**src/rtl/scd1_pkg.sv**
```systemverilog
// Package for the scancode set 1 decoder: word types, constants and the
// key code tables. Has no dependencies; the decoder core imports it.
package scd1_pkg;

    localparam int RING_DEPTH_DEF = 64;
    localparam int RING_W         = 9;
    localparam int OQ_DEPTH       = 4;
    localparam int OQ_AW          = 2;
    localparam int OQ_CW          = 3;

    localparam logic [7:0] SC_EXT    = 8'hE0;
    localparam logic [7:0] SC_PAUSE  = 8'hE1;
    localparam logic [2:0] PAUSE_SKIP = 3'd5;
    localparam logic [7:0] PAUSE_KEY = 8'd119;

    localparam logic OP_BYTE = 1'b0;
    localparam logic OP_POLL = 1'b1;

    localparam logic KIND_EVENT = 1'b0;
    localparam logic KIND_POLL  = 1'b1;

    typedef struct packed {
        logic       op;
        logic [7:0] scan_byte;
    } cmd_word_t;

    typedef struct packed {
        logic       kind;
        logic       available;
        logic [7:0] key_code;
        logic       is_press;
        logic       queued;
        logic       last;
    } evt_word_t;

    function automatic logic [7:0] normal_key(input logic [6:0] code);
        logic [7:0] key;
        key = 8'd0;
        if (code inside {[7'h01:7'h53], 7'h57, 7'h58})
        begin
            key = {1'b0, code};
        end
        return key;
    endfunction

    function automatic logic [7:0] ext_key(input logic [6:0] code);
        logic [7:0] key;
        case (code)
            7'h1C:   key = 8'd96;
            7'h1D:   key = 8'd97;
            7'h35:   key = 8'd98;
            7'h37:   key = 8'd99;
            7'h38:   key = 8'd100;
            7'h47:   key = 8'd102;
            7'h48:   key = 8'd103;
            7'h49:   key = 8'd104;
            7'h4B:   key = 8'd105;
            7'h4D:   key = 8'd106;
            7'h4F:   key = 8'd107;
            7'h50:   key = 8'd108;
            7'h51:   key = 8'd109;
            7'h52:   key = 8'd110;
            7'h53:   key = 8'd111;
            7'h5B:   key = 8'd125;
            7'h5C:   key = 8'd126;
            7'h5D:   key = 8'd139;
            default: key = 8'd0;
        endcase
        return key;
    endfunction

endpackage

```
**src/rtl/scancode_set1_decoder_with_event_fifo_core.sv**
```systemverilog
// Top level of the scancode set 1 decoder with its event ring.
// Depends on scd1_pkg and scd1_ram.
//
// Usage: the cmd channel carries one word per scancode byte (op = byte) or
// per poll request (op = poll). The evt channel returns the decoded key
// events and the poll answers, each marked last on the final word of its
// command. Both channels use valid and stall.
// The first result word of a command passes through the s1 register and
// then the output queue before it is offered on evt. A command is taken
// in every cycle in which cmd_stall is low; the byte that completes a
// Pause sequence yields two events, written to the ring one after the
// other through its single write port, so cmd_stall holds off the next
// command while the second event is written.
// The ring lives in one RAM of RING_DEPTH entries holding RING_DEPTH-1
// events; a poll reads it through the RAM's registered read port.
// Reset clears the pointers, the prefix state and the output queue; the
// ring contents are not cleared and need no clearing pass.
// When the receiver stalls, results collect in a four-word output queue
// and cmd_stall rises once no room is left for a further command.
module scancode_set1_decoder_with_event_fifo_core
    import scd1_pkg::*;
#(
    parameter int RING_DEPTH = RING_DEPTH_DEF
) (
    input  logic      clk,
    input  logic      rst_n,
    input  logic      cmd_valid,
    output logic      cmd_stall,
    input  cmd_word_t cmd,
    output logic      evt_valid,
    input  logic      evt_stall,
    output evt_word_t evt
);

    localparam int PTR_W = $clog2(RING_DEPTH);
    localparam logic [PTR_W-1:0] PTR_MAX = PTR_W'(RING_DEPTH - 1);

    logic             ext_reg, ext_next;
    logic [2:0]       skip_reg, skip_next;
    logic             pause2_reg, pause2_next;
    logic [PTR_W-1:0] wp_reg, wp_next;
    logic [PTR_W-1:0] rp_reg, rp_next;

    logic             s1_valid_reg, s1_valid_next;
    logic             s1_ram_reg, s1_ram_next;
    evt_word_t        s1_reg, s1_next;

    evt_word_t        oq_reg [OQ_DEPTH];
    logic [OQ_AW-1:0] oq_wr_reg, oq_rd_reg;
    logic [OQ_CW-1:0] oq_cnt_reg;

    logic             accept;
    logic             ring_full;
    logic [PTR_W-1:0] wp_inc, rp_inc;
    logic             ram_we, ram_re;
    logic [RING_W-1:0] ram_wdata, ram_rdata;
    logic             emit;
    logic [7:0]       emit_key;
    logic             emit_press;
    logic             emit_last;
    logic [7:0]       dec_key;
    evt_word_t        push_word;
    logic             push, pop;

    assign wp_inc    = (wp_reg == PTR_MAX) ? '0 : wp_reg + 1'b1;
    assign rp_inc    = (rp_reg == PTR_MAX) ? '0 : rp_reg + 1'b1;
    assign ring_full = (wp_inc == rp_reg);

    assign cmd_stall = pause2_reg
                       || ((4'(oq_cnt_reg) + 4'(s1_valid_reg)) > 4'd2);
    assign accept    = cmd_valid && !cmd_stall;

    assign dec_key = ext_reg ? ext_key(cmd.scan_byte[6:0])
                             : normal_key(cmd.scan_byte[6:0]);

    always_comb
    begin
        ext_next      = ext_reg;
        skip_next     = skip_reg;
        pause2_next   = 1'b0;
        rp_next       = rp_reg;
        ram_re        = 1'b0;
        emit          = 1'b0;
        emit_key      = PAUSE_KEY;
        emit_press    = 1'b0;
        emit_last     = 1'b1;
        s1_valid_next = 1'b0;
        s1_ram_next   = 1'b0;
        s1_next       = '0;

        if (pause2_reg)
        begin
            emit = 1'b1;
        end
        else if (accept && cmd.op == OP_POLL)
        begin
            s1_valid_next = 1'b1;
            s1_next.kind  = KIND_POLL;
            s1_next.last  = 1'b1;
            if (rp_reg != wp_reg)
            begin
                ram_re            = 1'b1;
                rp_next           = rp_inc;
                s1_ram_next       = 1'b1;
                s1_next.available = 1'b1;
            end
        end
        else if (accept)
        begin
            if (skip_reg != 3'd0)
            begin
                skip_next = skip_reg - 3'd1;
                if (skip_reg == 3'd1)
                begin
                    emit        = 1'b1;
                    emit_press  = 1'b1;
                    emit_last   = 1'b0;
                    pause2_next = 1'b1;
                end
            end
            else if (cmd.scan_byte == SC_EXT)
            begin
                ext_next = 1'b1;
            end
            else if (cmd.scan_byte == SC_PAUSE)
            begin
                skip_next = PAUSE_SKIP;
            end
            else
            begin
                ext_next   = 1'b0;
                emit       = (dec_key != 8'd0);
                emit_key   = dec_key;
                emit_press = !cmd.scan_byte[7];
            end
        end

        if (emit)
        begin
            s1_valid_next     = 1'b1;
            s1_next.kind      = KIND_EVENT;
            s1_next.available = 1'b1;
            s1_next.key_code  = emit_key;
            s1_next.is_press  = emit_press;
            s1_next.queued    = !ring_full;
            s1_next.last      = emit_last;
        end
    end

    assign ram_we    = emit && !ring_full;
    assign ram_wdata = {emit_press, emit_key};
    assign wp_next   = ram_we ? wp_inc : wp_reg;

    scd1_ram #(
        .WIDTH (RING_W),
        .DEPTH (RING_DEPTH)
    ) u_ring (
        .clk   (clk),
        .we    (ram_we),
        .waddr (wp_reg),
        .wdata (ram_wdata),
        .re    (ram_re),
        .raddr (rp_reg),
        .rdata (ram_rdata)
    );

    always_comb
    begin
        push_word = s1_reg;
        if (s1_ram_reg)
        begin
            push_word.is_press = ram_rdata[8];
            push_word.key_code = ram_rdata[7:0];
        end
    end

    assign push      = s1_valid_reg;
    assign evt_valid = (oq_cnt_reg != '0);
    assign pop       = evt_valid && !evt_stall;
    assign evt       = oq_reg[oq_rd_reg];

    always_ff @(posedge clk or negedge rst_n)
    begin
        if (!rst_n)
        begin
            ext_reg      <= 1'b0;
            skip_reg     <= 3'd0;
            pause2_reg   <= 1'b0;
            wp_reg       <= '0;
            rp_reg       <= '0;
            s1_valid_reg <= 1'b0;
            s1_ram_reg   <= 1'b0;
            oq_wr_reg    <= '0;
            oq_rd_reg    <= '0;
            oq_cnt_reg   <= '0;
        end
        else
        begin
            ext_reg      <= ext_next;
            skip_reg     <= skip_next;
            pause2_reg   <= pause2_next;
            wp_reg       <= wp_next;
            rp_reg       <= rp_next;
            s1_valid_reg <= s1_valid_next;
            s1_ram_reg   <= s1_ram_next;
            if (push)
            begin
                oq_wr_reg <= oq_wr_reg + 1'b1;
            end
            if (pop)
            begin
                oq_rd_reg <= oq_rd_reg + 1'b1;
            end
            oq_cnt_reg <= oq_cnt_reg + OQ_CW'(push) - OQ_CW'(pop);
        end
    end

    always_ff @(posedge clk)
    begin
        s1_reg <= s1_next;
        if (push)
        begin
            oq_reg[oq_wr_reg] <= push_word;
        end
    end

endmodule

```
**src/rtl/scd1_ram.sv**
```systemverilog
// Generic single-clock RAM with one write port and one registered read port.
// Depends on nothing; used for the event ring of the scancode decoder.
module scd1_ram #(
    parameter int WIDTH = 9,
    parameter int DEPTH = 64
) (
    input  logic                     clk,
    input  logic                     we,
    input  logic [$clog2(DEPTH)-1:0] waddr,
    input  logic [WIDTH-1:0]         wdata,
    input  logic                     re,
    input  logic [$clog2(DEPTH)-1:0] raddr,
    output logic [WIDTH-1:0]         rdata
);

    logic [WIDTH-1:0] mem [DEPTH];
    logic [WIDTH-1:0] rdata_reg;

    always_ff @(posedge clk)
    begin
        if (we)
        begin
            mem[waddr] <= wdata;
        end
        if (re)
        begin
            rdata_reg <= mem[raddr];
        end
    end

    assign rdata = rdata_reg;

endmodule
```
**config.mk**
```make
export PLATFORM = sky130hd
export DESIGN_NAME = scancode_set1_decoder_with_event_fifo_core
export DESIGN_NICKNAME = d
export VERILOG_FILES = /design/src/rtl/scd1_pkg.sv /design/src/rtl/scancode_set1_decoder_with_event_fifo_core.sv /design/src/rtl/scd1_ram.sv
export SDC_FILE = /design/constraint.sdc
export NUM_CORES = 1
export LEC_CHECK = 0
export BUFFER_PORTS_ARGS = -buffer_cell sky130_fd_sc_hd__buf_2
export CORE_ASPECT_RATIO = 1.25
export CORE_UTILIZATION = 44
export CTS_CLUSTER_DIAMETER = 50
export DETAILED_ROUTE_END_ITERATION = 8
export HOLD_SLACK_MARGIN = 0.08
export MAX_ROUTING_LAYER = met4
export PLACE_DENSITY_LB_ADDON = 0.12
export SLEW_MARGIN = 20
export SYNTH_ARGS = -nofsm -noshare
export SYNTH_HDL_FRONTEND = slang
export SYNTH_HIERARCHICAL = 1
export SYNTH_SLANG_ARGS = --single-unit
```
**constraint.sdc**
```tcl
create_clock -name clk -period 8.4 [get_ports clk]
set_input_delay 0.42 -clock clk [delete_from_list [all_inputs] [get_ports clk]]
set_output_delay 0.42 -clock clk [all_outputs]
set_load 0.005 [all_outputs]
```
Word level (Yosys, flattened, before mapping):

Memories as Yosys holds them, arrays and structs flattened. A register that Yosys moved wholly into a read port is not among the register bits.
Index checks and enable logic that the tools add are counted.

* flip-flop bits (word level): 39
* latch bits: 0
* bits in writable memories: 628
* bits in read-only memories: 0
* input port bits: 13
* word-level logic and storage cells: 132
* memories: 2

Memory list
* u_ring.mem: words 64, bits a word 9, read ports 1, clocked after Yosys merged registers in 1, wr ports 1, line scd1_ram.sv:16 `logic [WIDTH-1:0] mem [DEPTH];`
* oq_reg: words 4, bits a word 13, read ports 1, clocked after Yosys merged registers in 0, wr ports 1, line scancode_set1_decoder_with_event_fifo_core.sv:48 `evt_word_t oq_reg [OQ_DEPTH];`

* $add $sub $neg: 8
* multipliers: 0
* divide/modulo/power cells: 0
* magnitude comparators: 3
* equal/unequal tests: 29
* shift operators: 0
* mux-type cells: 52
* bitwise logic cells: 3
* reduce and logical (&&, ||, !) cells: 19

Operators by type and width (number)
* $pmux W8 S18: 1
* $eq A7 B7 Y1 const B: 15
* $mux W8: 7
* $mux W1: 36
* $eq A7 B6 Y1 const B: 3
* $eq A8 B8 Y1 const B: 2
* $eq A7 B5 Y1 const B: 2
* $add A6 B1 Y6 const B: 2
* $eq A6 B6 Y1 const B: 2
* $mux W6: 2
* $reduce_and A5 Y1: 2
* $mux W3: 3
* $mux W9: 1
* $reduce_bool A3 Y1: 3
* $reduce_bool A8 Y1: 1
* $ge A7 B1 Y1 const B: 1
* $le A7 B7 Y1 const B: 1
* $mux W7: 1
* $eq A6 B6 Y1: 1
* $ne A6 B6 Y1: 1
* $logic_and A1 B1 Y1: 5
* $add A2 B1 Y2 const B: 2
* $add A3 B1 Y4: 1
* $gt A4 B2 Y1 const B: 1
* 12 further kinds: 18

Logic depth before layout (Yosys ltp):

* depth after elaboration: 15
* depth in mapped cells: 11
* gate-level depth less buffers: 11

Cells and area by module:

The synthesis kept the hierarchy.

Modules (own cells, without submodules)
* scd1_ram: instances 1, cells an instance 1020, area each 22684.3 sq um, seq. area each 17566.8 sq um
* scancode_set1_decoder_with_event_fifo_core: instances 1, cells an instance 386, area each 4652.0 sq um, seq. area each 2472.4 sq um

Least setup slack after synthesis:

Ideal clock, no wire load.

* kind: register to register
* from: register s1_valid_reg, in the netlist push
* to: memory u_ring.mem[0][7] (data pin)
* library setup time: 0.863 ns
* arrival time: 5.533 ns
* data required time: 7.537 ns
* slack: 2.004 ns
* cell stages (with the launch flop): 9
* buffers on the path: 1
* clock period less this slack: 6.396 ns
* cells stage by stage: dfrtp_1 > ha_1 > ha_1 > a22o_1 > nor3_1 > nand4_1 > or2_2 > clkbuf_1 > nor4_1

* longest elaborated chain between the ends: 8

Ends and longest elaborated chain
* start, declared: line scancode_set1_decoder_with_event_fifo_core.sv:44 `logic s1_valid_reg, s1_valid_next;`
* start signal, assigned: line scancode_set1_decoder_with_event_fifo_core.sv:204 `s1_valid_reg <= s1_valid_next;`
* $add A3 B1 Y4 *: line scancode_set1_decoder_with_event_fifo_core.sv:70 `|| ((4'(oq_cnt_reg) + 4'(s1_valid_reg)) > 4'd2);`
* $gt A4 B2 Y1 *: line scancode_set1_decoder_with_event_fifo_core.sv:70
* $logic_or A1 B1 Y1 *: line scancode_set1_decoder_with_event_fifo_core.sv:70
* $logic_not A1 Y1 *: line scancode_set1_decoder_with_event_fifo_core.sv:71 `assign accept = cmd_valid && !cmd_stall;`
* $logic_and A1 B1 Y1 *: line scancode_set1_decoder_with_event_fifo_core.sv:71
* $mux W8 / $logic_and A1 B1 Y1 (equally long branches): line scancode_set1_decoder_with_event_fifo_core.sv:108, scancode_set1_decoder_with_event_fifo_core.sv:95
* $mux W8 *: line scancode_set1_decoder_with_event_fifo_core.sv:95 `else if (accept && cmd.op == OP_POLL)`
* $mux W8 *: line scancode_set1_decoder_with_event_fifo_core.sv:91 `if (pause2_reg)`
* via emit_key[7]: line scancode_set1_decoder_with_event_fifo_core.sv:58 `logic [7:0] emit_key;`
* end, declared: line scd1_ram.sv:16

Mark *: on every way through the listed nets, which the timed path passes. The rest lies on a longest branch.

Final worst setup path:

* from: register s1_valid_reg, in the netlist push
* to: memory u_ring.mem[14][8] (enable)

* longest elaborated chain between the ends: 11

Ends and longest elaborated chain
* $add A3 B1 Y4 *: line scancode_set1_decoder_with_event_fifo_core.sv:70
* $gt A4 B2 Y1 *: line scancode_set1_decoder_with_event_fifo_core.sv:70
* $logic_or A1 B1 Y1 *: line scancode_set1_decoder_with_event_fifo_core.sv:70
* $logic_not A1 Y1 *: line scancode_set1_decoder_with_event_fifo_core.sv:71
* $logic_and A1 B1 Y1 *: line scancode_set1_decoder_with_event_fifo_core.sv:71
* $mux W1 / $logic_and A1 B1 Y1 (equally long branches): line scancode_set1_decoder_with_event_fifo_core.sv:108, scancode_set1_decoder_with_event_fifo_core.sv:95
* $mux W1 *: line scancode_set1_decoder_with_event_fifo_core.sv:95
* $mux W1 *: line scancode_set1_decoder_with_event_fifo_core.sv:91
* $logic_and A1 B1 Y1 *: line scancode_set1_decoder_with_event_fifo_core.sv:150 `assign ram_we = emit && !ring_full;`
* via ram_we: line scancode_set1_decoder_with_event_fifo_core.sv:55 `logic ram_we, ram_re;`
* $mux W1 *: line scd1_ram.sv:21 `if (we)`
* $mux W1 (not written as such) *: line scd1_ram.sv:23 `mem[waddr] <= wdata;`

Marks and branches as above.

==> impl_metrics.json <==
{
  "syn-mean-instance-area_sq_um": 19.4,
  "ir_drop_v": 0.000189,
  "critPathMaxStageDelay_ns": 0.88,
  "busiest_layer": "met2",
  "root_buffer": "clkbuf_16",
  "cts_buffer_depth": 3,
  "cts_resized": 0,
  "fin_cells": 2326,
  "grt_setup_unrepaired": "no",
  "required_ns": 8.64,
  "sequentialPowerShare_pct": 42.8,
  "die_y_um": 281,
  "multi_input_area_sq_mm": 0.00682,
  "hold_buffers": 1,
  "synth_adder_area_share_pct": 0.622,
  "crit_chain": "ha_1 > ha_1 > a22o_1 > nor3_1 > o2111ai_1 > nand2_1 > o31ai_4 > nor2_2 > nor2b_1 > nand3_1 > nor2_1",
  "use_met1_pct": 25.5,
  "ys.warnings.count": 6,
  "switching_share_pct": 29.9,
  "antenna_found_initial": 0,
  "p_leak_nw": 9.49,
  "portBuffers": 27,
  "core_area_sq_mm": 0.0610,
  "maxCapViolations": 0,
  "grt_max_degree": 74,
  "drtIter0Drc": 1048,
  "final_max_slew_viol_count": 0,
  "p_switching_mw": 2.89,
  "syn_to_final_growth_pct": 11.9,
  "synth_mux_area_share_pct": 15.2,
  "insertion_delay_ns": 0.62,
  "vias": 13300,
  "synthSimpleGateAreaFrac_pct": 4.87,
  "cp_max_fo": 17,
  "drive_gt1_share_pct": 23.1,
  "min_period_ns": 4.78,
  "grt.total_usage_pct": 21.2,
  "crit_top_cell": "ha_1",
  "start_util_pct": 44.8,
  "syn_area_sq_mm": 0.0273,
  "placementRows": 101,
  "crit_buf_inv": 0,
  "crit_arrival_ns": 5.03,
  "drcViolationCount": 0,
  "regArea_sq_mm": 0.0201,
  "place_congestion": 0.806,
  "setup_slack_ns": 3.62,
  "synthTopCellsByArea": "edfxtp_1 (70%), mux4_2 (13%), dfrtp_1 (2.4%)",
  "finalSetupViolations": 0,
  "cts_tree": "done",
  "crit_family": "simple AND/OR/NAND/NOR gates",
  "num-fill-cells": 4928,
  "clock.fmax_ghz": 0.209,
  "hold_viol_final": 0,
  "final_core_util_pct": 50.1,
  "use_met2_pct": 35.6,
  "synth_top_cell_by_area": "edfxtp_1",
  "htreeDepth": 3,
  "cts_buffers": 72,
  "relSlewSlack_pct": 31.7,
  "yosys.area.top_type_share_pct": 70.0,
  "synth-async-reset-ratio_pct": 3.85,
  "synth_cell_types": 76,
  "die_w_um": 225,
  "grt_overflow": 0,
  "crit_slowest_cell": "nor2_1",
  "cts.sinks": 676,
  "final_nets": 1474,
  "layout_commonest_cell": "edfxtp_1",
  "p_int_mw": 6.79,
  "final_cell_mix": "edfxtp_1 (637), mux4_2 (156), nor2_1 (91), clkbuf_16 (75), nand2_1 (47)",
  "tightest_slew_ns": 1.02,
  "synth_top_family_by_area": "multiplexers",
  "hp-class": "input port to flop",
  "routed_wl_mm": 62.6,
  "ys_ff_latch": 676,
  "clk_pin_slew_worst_paths_ns": 0.06,
  "end_kind": "flop",
  "synth-compound-area-share_pct": 3.36,
  "hpwl_mm": 38.1,
  "via_per_inst": 5.71,
  "fin_worst_skew_ns": 0.0301,
  "clkPwrFrac_pct": 32.1,
  "post_drt_wl_per_cell_um": 26.9,
  "pre_cts_ws_ns": 3.59,
  "startpoint_type": "flop",
  "status": "completed",
  "dp_cells": 2197,
  "final_antenna_net_count": 0,
  "gr-usage-met3_pct": 3.45,
  "synth-xor-area-share_pct": 0.673,
  "yosysSeqAreaShare_pct": 73.3,
  "synth_edf_count": 637,
  "postCtsSetupBuffers": 0,
  "synth_nets": 1432,
  "largest_reg_flops": 576,
  "num_io_pins": 28,
  "diodes": 0,
  "syn_inst": 1406,
  "p_comb_share_pct": 25.1,
  "fin_tns_setup_ns": 0,
  "grt_pass1_wl_mm": 92.8,
  "path_class": "flop to flop",
  "period_share_pct": 57.0,
  "grt_pass1_vias": 13700,
  "drt_first_pass_iters": 5,
  "die-area_sq_mm": 0.0631,
  "p_per_area_mw_per_mm2": 317,
  "synth_top_flop_cell": "edfxtp_1"
}
## power groups by stage
stage | Clock (mW) | Sequential [mW] | Combinational (mW)
after floorplan | 0 | 4.01 | 1.88
after global placement | 0 | 4.21 | 2.45
after CTS | 3.19 | 4.15 | 2.46
after global routing | 3.31 | 4.17 | 2.60
after detailed placement | 0 | 4.22 | 2.46
final | 3.11 | 4.14 | 2.43
## path summary, 6_finish.rpt
| path | startpoint | end | slack [ns] | depth (start not counted) |
|---|---|---|---|---|
| hold / removal | evt_stall | oq_rd_reg[0]$_DFFE_PN0P_ | 0.12 | 3 |
| setup / recovery | push$_DFF_PN0_ | u_ring/mem[14][8]$_DFFE_PP_ | 3.62 | 11 |
| setup reg to reg | push$_DFF_PN0_ | u_ring/mem[14][8]$_DFFE_PP_ | 3.62 | 11 |
| max in group asynchronous | rst_n | rp_reg[2]$_DFFE_PN0P_ | 7.54 | 2 |
| hold reg to reg | push_word[11]$_SDFF_PP1_ | oq_reg[0][11]$_DFFE_PP_ | 0.49 | 0 |
| min in group asynchronous | rst_n | oq_cnt_reg[2]$_DFF_PN0_ | 0.38 | 2 |
## layout make-up
| cell class | instances | share of cell area, % |
|---|---|---|
| Timing Repair Buffer | 47 | 0.982 |
| Sequential cell | 676 | 65.6 |
| Inverter | 20 | 0.245 |
| Clock buffer | 89 | 6.31 |
| Tap cell | 824 | 3.37 |
| Clock inverter | 39 | 1.24 |
| Multi-Input combinational cell | 631 | 22.3 |
## per-layer routing
metal  up-vias  wire length (um)
met5         -                 0
met1      7029             25400
met4         0              2190
met3       109              2490
met2       307             32600
li1       5827                 -
## synth_stat cells, drive strengths merged, types with 14 or more instances
library cell	count
edfxtp	637
mux4	164
nor2	92
nand2	50
buf	47
clkbuf	32
dfrtp	26
mux2i	25
nand3	23
a21oi	22
inv	20
a22oi	18
nor2b	17
mux2	16
nand2b	16
o21ai	14
## worst min-delay path, stage by stage
cell and delay [ns]:
buf_2 0.07, nor2b_1 0.06, xor2_1 0.13
## per-stage QoR
| stage | hold WS (ns) | instance area [sq um] | power, mW |
|---|---|---|---|
| floorplan | 0.124 | 27300 | 5.89 |
| global placement | 0.457 | 28300 | 6.67 |
| detailed placement | 0.479 | 28300 | 6.68 |
| CTS | 0.0881 | 30600 | 9.80 |
| global route | 0.148 | 30600 | 10.1 |
| finish | 0.125 | 30600 | 9.68 |
## cell families after synthesis
logic type / after synthesis
fa+ha+maj: 13
xor+xnor: 21
flops: 676
mux: 205
compound gates: 127
buf+inv: 99
simple gates: 265
Note: power is estimated with default switching activity, not from simulation.
